[config.mk]
export PLATFORM = sky130hd
export DESIGN_NAME = pmftl_ctrl
export DESIGN_NICKNAME = d
export VERILOG_FILES = /design/src/hdl/pmftl_pkg.sv /design/src/hdl/pmftl_ctrl.sv
export SDC_FILE = /design/constraint.sdc
export NUM_CORES = 1
export LEC_CHECK = 0
export ABC_AREA = 0
export BUFFER_PORTS_ARGS = -buffer_cell sky130_fd_sc_hd__buf_2
export CAP_MARGIN = 0
export CORE_ASPECT_RATIO = 1.75
export CORE_MARGIN = 1
export CORE_UTILIZATION = 45
export CTS_CLUSTER_SIZE = 16
export DETAILED_ROUTE_END_ITERATION = 8
export PLACE_DENSITY = 0.77
export SYNTH_ARGS = -nofsm -noshare
export SYNTH_HDL_FRONTEND = slang
export SYNTH_SLANG_ARGS = --single-unit
[constraint.sdc]
create_clock -name clk -period 6.4 [get_ports clk]
set_input_delay 1.6 -clock clk [delete_from_list [all_inputs] [get_ports clk]]
set_output_delay 1.6 -clock clk [all_outputs]
set_load 0.02 [all_outputs]
[src/hdl/pmftl_pkg.sv]
// ----------------------------------------------------------------------------
// pmftl_pkg
// Shared sizes, codes and types of the page-mapping translation layer.
// ----------------------------------------------------------------------------
package pmftl_pkg;

	// geometry
	localparam int BLOCK_COUNT       = 64;
	localparam int BLOCK_SECTORS     = 8;
	localparam int PHYS_SECTORS      = BLOCK_COUNT * BLOCK_SECTORS;
	localparam int LOGICAL_SPACE     = 512;
	localparam int BLK_W             = $clog2(BLOCK_COUNT);
	localparam int SEC_W             = $clog2(BLOCK_SECTORS);
	localparam int PS_W              = BLK_W + SEC_W;
	localparam int LS_W              = $clog2(LOGICAL_SPACE);
	localparam int CNT_W             = $clog2(BLOCK_SECTORS + 1);
	localparam int FREE_W            = $clog2(BLOCK_COUNT + 1);
	localparam int SCAN_W            = BLK_W + 1;
	localparam int ERASE_W           = 32;
	localparam int MAX_RESULTS       = 64;
	localparam int N_W               = $clog2(MAX_RESULTS);

	// configuration port
	localparam int CFG_IDX_W  = 2;
	localparam int CFG_DATA_W = 10;
	localparam int THR_W      = 7;
	localparam int LSEC_W     = 10;

	localparam logic [CFG_IDX_W-1:0] CFG_WEAR_MODE = 2'd0;
	localparam logic [CFG_IDX_W-1:0] CFG_GC_THR    = 2'd1;
	localparam logic [CFG_IDX_W-1:0] CFG_GC_EXTRA  = 2'd2;
	localparam logic [CFG_IDX_W-1:0] CFG_LOG_SECS  = 2'd3;

	localparam logic              RST_WEAR_MODE = 1'b1;
	localparam logic [THR_W-1:0]  RST_GC_THR    = 7'd2;
	localparam logic [THR_W-1:0]  RST_GC_EXTRA  = 7'd1;
	localparam logic [LSEC_W-1:0] RST_LOG_SECS  = 10'd448;

	// request kinds
	localparam logic KIND_READ  = 1'b0;
	localparam logic KIND_WRITE = 1'b1;

	// result kinds
	localparam logic [1:0] RK_XLATE = 2'd0;
	localparam logic [1:0] RK_COPY  = 2'd1;
	localparam logic [1:0] RK_ERASE = 2'd2;

	// status codes
	localparam logic [2:0] ST_OK        = 3'd0;
	localparam logic [2:0] ST_RANGE     = 3'd1;
	localparam logic [2:0] ST_NO_FREE   = 3'd2;
	localparam logic [2:0] ST_NO_VICTIM = 3'd3;
	localparam logic [2:0] ST_GC_LIMIT  = 3'd4;

	typedef struct packed {
		logic            valid;
		logic [PS_W-1:0] ps;
	} fwd_entry_t;

	typedef struct packed {
		logic                     free;
		logic [ERASE_W-1:0]       erase;
		logic [BLOCK_SECTORS-1:0] inv;
	} blk_entry_t;

	typedef struct packed {
		logic [1:0]       result_kind;
		logic [PS_W-1:0]  physical_sector;
		logic [PS_W-1:0]  source_sector;
		logic [BLK_W-1:0] erase_block_index;
		logic             mapped;
		logic [2:0]       status;
		logic             last;
	} res_t;

	// datapath operations
	typedef enum logic [4:0] {
		OP_NONE,
		OP_CLEAR,
		OP_ACCEPT,
		OP_EMIT_RANGE,
		OP_EMIT_READ,
		OP_EMIT_FAIL,
		OP_SCAN_START,
		OP_SCAN_STEP,
		OP_GC_STOP,
		OP_VICTIM_READ,
		OP_VICTIM_LOAD,
		OP_CP_SKIP,
		OP_CP_REV_READ,
		OP_CP_FWD_READ,
		OP_ALLOC_COPY,
		OP_WP_INC,
		OP_TAKE_BLOCK,
		OP_DST_READ,
		OP_CP_EMIT,
		OP_ERASE,
		OP_OLD_READ,
		OP_OLD_INV,
		OP_WR_EMIT
	} op_t;

	typedef struct packed {
		op_t        op;
		logic [2:0] reason;
		logic       victim_scan;
	} cmd_t;

	typedef struct packed {
		logic clear_done;
		logic in_range_err;
		logic in_write;
		logic slot_free;
		logic full_trig;
		logic gc_done;
		logic n_limit;
		logic scan_done;
		logic found;
		logic best_zero;
		logic i_done;
		logic cur_inv;
		logic map_ok;
		logic need_block;
		logic free_zero;
		logic ctx_copy;
		logic fwd_valid;
	} status_t;

endpackage

[src/hdl/pmftl_ctrl.sv]
// ----------------------------------------------------------------------------
// pmftl_ctrl
// Controller: sequences request handling, collection and allocation.
// ----------------------------------------------------------------------------
module pmftl_ctrl import pmftl_pkg::*; (
	input  logic    clk,
	input  logic    arst_n,
	input  logic    req_valid,
	output logic    req_ready,
	input  status_t st,
	output cmd_t    cmd
);

	typedef enum logic [21:0] {
		S_CLEAR    = 22'h000001,
		S_IDLE     = 22'h000002,
		S_RANGE    = 22'h000004,
		S_RD_EMIT  = 22'h000008,
		S_WR_START = 22'h000010,
		S_GC_CHECK = 22'h000020,
		S_VS       = 22'h000040,
		S_VS_END   = 22'h000080,
		S_V_LOAD   = 22'h000100,
		S_CP_TEST  = 22'h000200,
		S_CP_REV   = 22'h000400,
		S_CP_FWD   = 22'h000800,
		S_AL_START = 22'h001000,
		S_FS       = 22'h002000,
		S_FS_END   = 22'h004000,
		S_AL_DONE  = 22'h008000,
		S_CP_EMIT  = 22'h010000,
		S_ER       = 22'h020000,
		S_WR_FWD   = 22'h040000,
		S_WR_INV   = 22'h080000,
		S_WR_EMIT  = 22'h100000,
		S_FAIL     = 22'h200000
	} state_t;

	state_t state_q, state_d;

	assign req_ready = (state_q == S_IDLE);

	// next state and datapath command
	always_comb begin
		state_d = state_q;
		cmd     = '{op: OP_NONE, reason: ST_OK, victim_scan: 1'b0};
		unique case (state_q)
			S_CLEAR: begin
				cmd.op = OP_CLEAR;
				if (st.clear_done) state_d = S_IDLE;
			end
			S_IDLE: begin
				if (req_valid) begin
					cmd.op = OP_ACCEPT;
					if (st.in_range_err) state_d = S_RANGE;
					else if (st.in_write) state_d = S_WR_START;
					else state_d = S_RD_EMIT;
				end
			end
			S_RANGE: begin
				if (st.slot_free) begin
					cmd.op  = OP_EMIT_RANGE;
					state_d = S_IDLE;
				end
			end
			S_RD_EMIT: begin
				if (st.slot_free) begin
					cmd.op  = OP_EMIT_READ;
					state_d = S_IDLE;
				end
			end
			S_WR_START: state_d = st.full_trig ? S_GC_CHECK : S_AL_START;
			S_GC_CHECK: begin
				if (st.gc_done) begin
					cmd.op  = OP_GC_STOP;
					state_d = S_AL_START;
				end else if (st.n_limit) begin
					cmd.op     = OP_GC_STOP;
					cmd.reason = ST_GC_LIMIT;
					state_d    = S_AL_START;
				end else begin
					cmd.op          = OP_SCAN_START;
					cmd.victim_scan = 1'b1;
					state_d         = S_VS;
				end
			end
			S_VS: begin
				if (st.scan_done) state_d = S_VS_END;
				else cmd.op = OP_SCAN_STEP;
			end
			S_VS_END: begin
				if (!st.found || st.best_zero) begin
					cmd.op     = OP_GC_STOP;
					cmd.reason = ST_NO_VICTIM;
					state_d    = S_AL_START;
				end else begin
					cmd.op  = OP_VICTIM_READ;
					state_d = S_V_LOAD;
				end
			end
			S_V_LOAD: begin
				cmd.op  = OP_VICTIM_LOAD;
				state_d = S_CP_TEST;
			end
			S_CP_TEST: begin
				if (st.i_done) state_d = S_ER;
				else if (st.cur_inv) cmd.op = OP_CP_SKIP;
				else begin
					cmd.op  = OP_CP_REV_READ;
					state_d = S_CP_REV;
				end
			end
			S_CP_REV: begin
				cmd.op  = OP_CP_FWD_READ;
				state_d = S_CP_FWD;
			end
			S_CP_FWD: begin
				if (!st.map_ok) begin
					cmd.op  = OP_CP_SKIP;
					state_d = S_CP_TEST;
				end else if (st.n_limit) begin
					cmd.op     = OP_GC_STOP;
					cmd.reason = ST_GC_LIMIT;
					state_d    = S_AL_START;
				end else begin
					cmd.op  = OP_ALLOC_COPY;
					state_d = S_AL_START;
				end
			end
			S_AL_START: begin
				if (!st.need_block) begin
					cmd.op  = OP_WP_INC;
					state_d = S_AL_DONE;
				end else if (st.free_zero) begin
					state_d = S_FAIL;
				end else begin
					cmd.op  = OP_SCAN_START;
					state_d = S_FS;
				end
			end
			S_FS: begin
				if (st.scan_done) state_d = S_FS_END;
				else cmd.op = OP_SCAN_STEP;
			end
			S_FS_END: begin
				if (!st.found) state_d = S_FAIL;
				else begin
					cmd.op  = OP_TAKE_BLOCK;
					state_d = S_AL_DONE;
				end
			end
			S_AL_DONE: begin
				if (st.ctx_copy) state_d = S_CP_EMIT;
				else begin
					cmd.op  = OP_DST_READ;
					state_d = S_WR_FWD;
				end
			end
			S_CP_EMIT: begin
				if (st.slot_free) begin
					cmd.op  = OP_CP_EMIT;
					state_d = S_CP_TEST;
				end
			end
			S_ER: begin
				if (st.n_limit) begin
					cmd.op     = OP_GC_STOP;
					cmd.reason = ST_GC_LIMIT;
					state_d    = S_AL_START;
				end else if (st.slot_free) begin
					cmd.op  = OP_ERASE;
					state_d = S_GC_CHECK;
				end
			end
			S_WR_FWD: begin
				if (st.fwd_valid) begin
					cmd.op  = OP_OLD_READ;
					state_d = S_WR_INV;
				end else state_d = S_WR_EMIT;
			end
			S_WR_INV: begin
				cmd.op  = OP_OLD_INV;
				state_d = S_WR_EMIT;
			end
			S_WR_EMIT: begin
				if (st.slot_free) begin
					cmd.op  = OP_WR_EMIT;
					state_d = S_IDLE;
				end
			end
			S_FAIL: begin
				if (st.slot_free) begin
					cmd.op  = OP_EMIT_FAIL;
					state_d = S_IDLE;
				end
			end
			default: state_d = S_IDLE;
		endcase
	end

	// state register
	always_ff @(posedge clk or negedge arst_n) begin
		if (!arst_n) state_q <= S_CLEAR;
		else state_q <= state_d;
	end

	// no copy or erase is issued once the per-request limit is reached
	a_limit: assert property (@(posedge clk) disable iff (!arst_n)
		(cmd.op == OP_CP_EMIT || cmd.op == OP_ERASE) |-> !st.n_limit)
		else $error("command issued past result limit");

endmodule

==> run_results.csv <==
group,metric,value,unit
run_status,status,"complete, no violations",
critical_path,crit_path_end_kind,"output pin",
global_routing,top_usage_layer,"met2",
global_routing,use_met2,47.5,%
layout,layout_common_cells,"buf_2, dfrtp_1, nand2_1",
clock_network,ctsLongestPathBuffers,2,
logic_synthesis,synth_area,0.00172,mm2
layout,drive_above_1_share,24.8,%
critical_path,critical_path.top_delay_family,"simple AND/OR/NAND/NOR gates",
logic_synthesis,yosysUniqueCellTypes,59,
logic_synthesis,ys_seq_area_share,32.0,%
critical_path,crit_slowest_cell,"nor4_2",
critical_path,worst-endpoint-arrival,3.18,ns
timing,finalCritPeriodShare,74.8,%
layout,largest_reg_flops,22,
die,core,0.00363,mm2
detailed_routing,antenna_left,0,
critical_path,cp.required,4.80,ns
layout,syn2layout_area_growth,13.1,%
critical_path,critical_path_class,"reg -> out",
timing,setup_violations,0,
global_routing,grt_pass1_vias,1710,
logic_synthesis,yosysTopAreaCellShare,30.5,%
logic_synthesis,ys_async_sr_fraction,100,%
clock_network,root_buffer,"clkbuf_8",
timing,timing.final.hold_violations,0,
critical_path,cp_max_fo,13,
clock_network,cts_tree,"built",
global_routing,grt_pass1_wl,8.29,mm
clock_network,path_clk_slew,0.08,ns
power_and_ir_drop,cellLeakagePower,0.923,nW
layout,top_regs,"state_q: 22 flops",
detailed_routing,routedWlPerCell,19.2,um
global_routing,use_met3,3.10,%
timing,setup_tns,0,ns
logic_synthesis,synth_top_cell_by_area,"dfrtp_1",
clock_network,cts_buffers,3,
die,die_h,83.9,um
job,max_cap_violations,0,
clock_network,post_cts_buffers,0,
die,die_area,0.00409,mm2
detailed_routing,routed_via_density,6.47,
logic_synthesis,syn_inst,193,
logic_synthesis,ys_seq_elements,22,
clock_network,holdBufCountCts,0,
logic_synthesis,avgSynthCellArea,8.93,um2
layout,largest-register,"state_q",
timing,rsz0062_at_grt,"no",
layout,fin_area,0.00195,mm2
timing,max_slew.worst_pin.slew,0.745,ns
placement,place_congestion,0.986,
clock_network,cts_resized,0,
clock_network,htree_num_levels,1,
critical_path,path_buf_inv,1,
layout,postLayoutCoreUtil,53.7,%
global_routing,antenna_found_initial,0,
detailed_routing,dr.pass1.iters,5,
power_and_ir_drop,ir_worst_vdd,0.251,mV
global_routing,grt.overflow.total,0,
layout,nets,243,
timing,max_clock_freq,209,MHz
critical_path,max_stage_delay,0.55,ns
die,row_count,29,
logic_synthesis,synth_edf_count,0,
timing,relSlewSlack,50.3,%
placement,hpwl,4.13,mm
logic_synthesis,synth_fp_nets,213,
placement,placed_area,0.00189,mm2
logic_synthesis,ys.flop_type,"dfrtp_1",
placement,portBuffers,29,
power_and_ir_drop,powerDensity,272,mW/mm2
timing,slew_violations,0,
clock_network,cts.sinks,22,
die,pin_count,30,
detailed_routing,drc_errors,0,
worst_hold_path,hold_path_class,"reg -> reg",
logic_synthesis,ys_top_cells_by_area,"dfrtp_1, nor4_1, nor4_4",
clock_network,clk_latency,0.26,ns
detailed_routing,drt_iter0_markers,62,
global_routing,met1_usage,28.6,%
die,fp.dieW,48.8,um
logic_synthesis,ys.warnings.count,0,
critical_path,path_cells,"nor4_2 > nand4_1 > or2_2 > nor3b_1 > a2111oi_0 > nand4b_1 > buf_2",
timing,period_needed,4.78,ns
layout,antenna_cells,0,
detailed_routing,num_vias,1735,
critical_path,worst_setup_path_start_kind,"register",
timing,finClkSkew,0.00295,ns
global_routing,grt_start_max_net_pins,23,
detailed_routing,routed_wl,5.15,mm
global_routing,grtUsageTotal,27.2,%
die,initial_core_util,47.5,%
layout,final_common_cell,"buf_2",
cell type report:
class	instances	area, um2
Inverter	6	22.5
Multi-Input combinational cell	160	1110
Fill cell	357	1680
Sequential cell	22	552
Clock buffer	4	55.1
Tap cell	46	57.6
Timing Repair Buffer	30	153
final timing paths:
| check | startpoint | to | slack [ns] | depth (start not counted) |
|---|---|---|---|---|
| max in group asynchronous | arst_n | state_q[0] | 4.76 | 1 |
| min in group asynchronous | arst_n | state_q[15] | 1.29 | 1 |
| worst max register to register | state_q[8] | state_q[3] | 3.10 | 6 |
| worst max-delay path | state_q[8] | cmd[4] | 1.62 | 7 |
| worst min-delay path | state_q[16] | state_q[16] | 0.55 | 1 |
| worst min register to register | state_q[16] | state_q[16] | 0.55 | 1 |
routing by layer:
| layer | share of wire (%) | wire (um) |
|---|---|---|
| met1 | 36 | 1830 |
| met2 | 51 | 2620 |
| met3 | 5.0 | 256 |
| met4 | 8.6 | 445 |
| met5 | 0 | 0 |
power breakdown:
part / leakage [nW] / switching (mW) / total, mW / internal, mW
clock: 0.0288 / 0.0477 / 0.103 / 0.0549
combinational: 0.595 / 0.169 / 0.260 / 0.0908
sequential: 0.299 / 0.0201 / 0.169 / 0.149
total: 0.923 / 0.237 / 0.531 / 0.294
metrics by stage:
step / cells / hold slack (ns) / worst slack, ns / power, mW
5_1_grt: 268 / 0.594 / 1.32 / 0.563
2_1_floorplan: 193 / 0.494 / 1.88 / 0.360
3_5_place_dp: 264 / 0.527 / 1.77 / 0.426
4_1_cts: 268 / 0.547 / 1.70 / 0.528
6_report: 268 / 0.550 / 1.62 / 0.531
3_3_place_gp: 264 / 0.522 / 1.78 / 0.427
cell usage after synthesis (2+ instances only):
cell type,count
o21ai_0,5
o21bai_1,2
nor4b_1,4
nor4_4,3
or2_2,3
nor2_1,12
or3_1,2
nand2b_1,9
a21oi_1,6
nand2_2,2
nor2b_1,10
nor3b_1,2
nand4_1,5
dfrtp_1,21
a2111o_1,2
a2111oi_0,2
nand4b_1,4
nand3_1,5
nor4_2,3
o22ai_1,2
or4_1,3
a22o_1,2
nor4_1,13
nor3_1,11
nand2_1,14
a211oi_1,2
nand3b_1,3
buf_6,2
inv_1,6
a21o_1,2
or4_4,2
o31ai_1,2
worst reg2reg max path, cell delays in order, from the launching register on:
cell	delay [ns]
dfrtp_1	0.42
nor4_2	0.55
nand4_1	0.52
or2_2	0.50
o2111ai_1	0.63
buf_4	0.29
mux2_4	0.30
cells by family after synthesis:
group	count (synthesis)	synth area share (%)
AOI/OAI and AO/OA	38	16.6
xor gates and xnor gates	2	1.02
buffers and inverters	11	3.63
DFF	22	32.0
muxes	3	2.10
and+or+nand+nor	117	44.6
(Power assumes the default switching activity.)
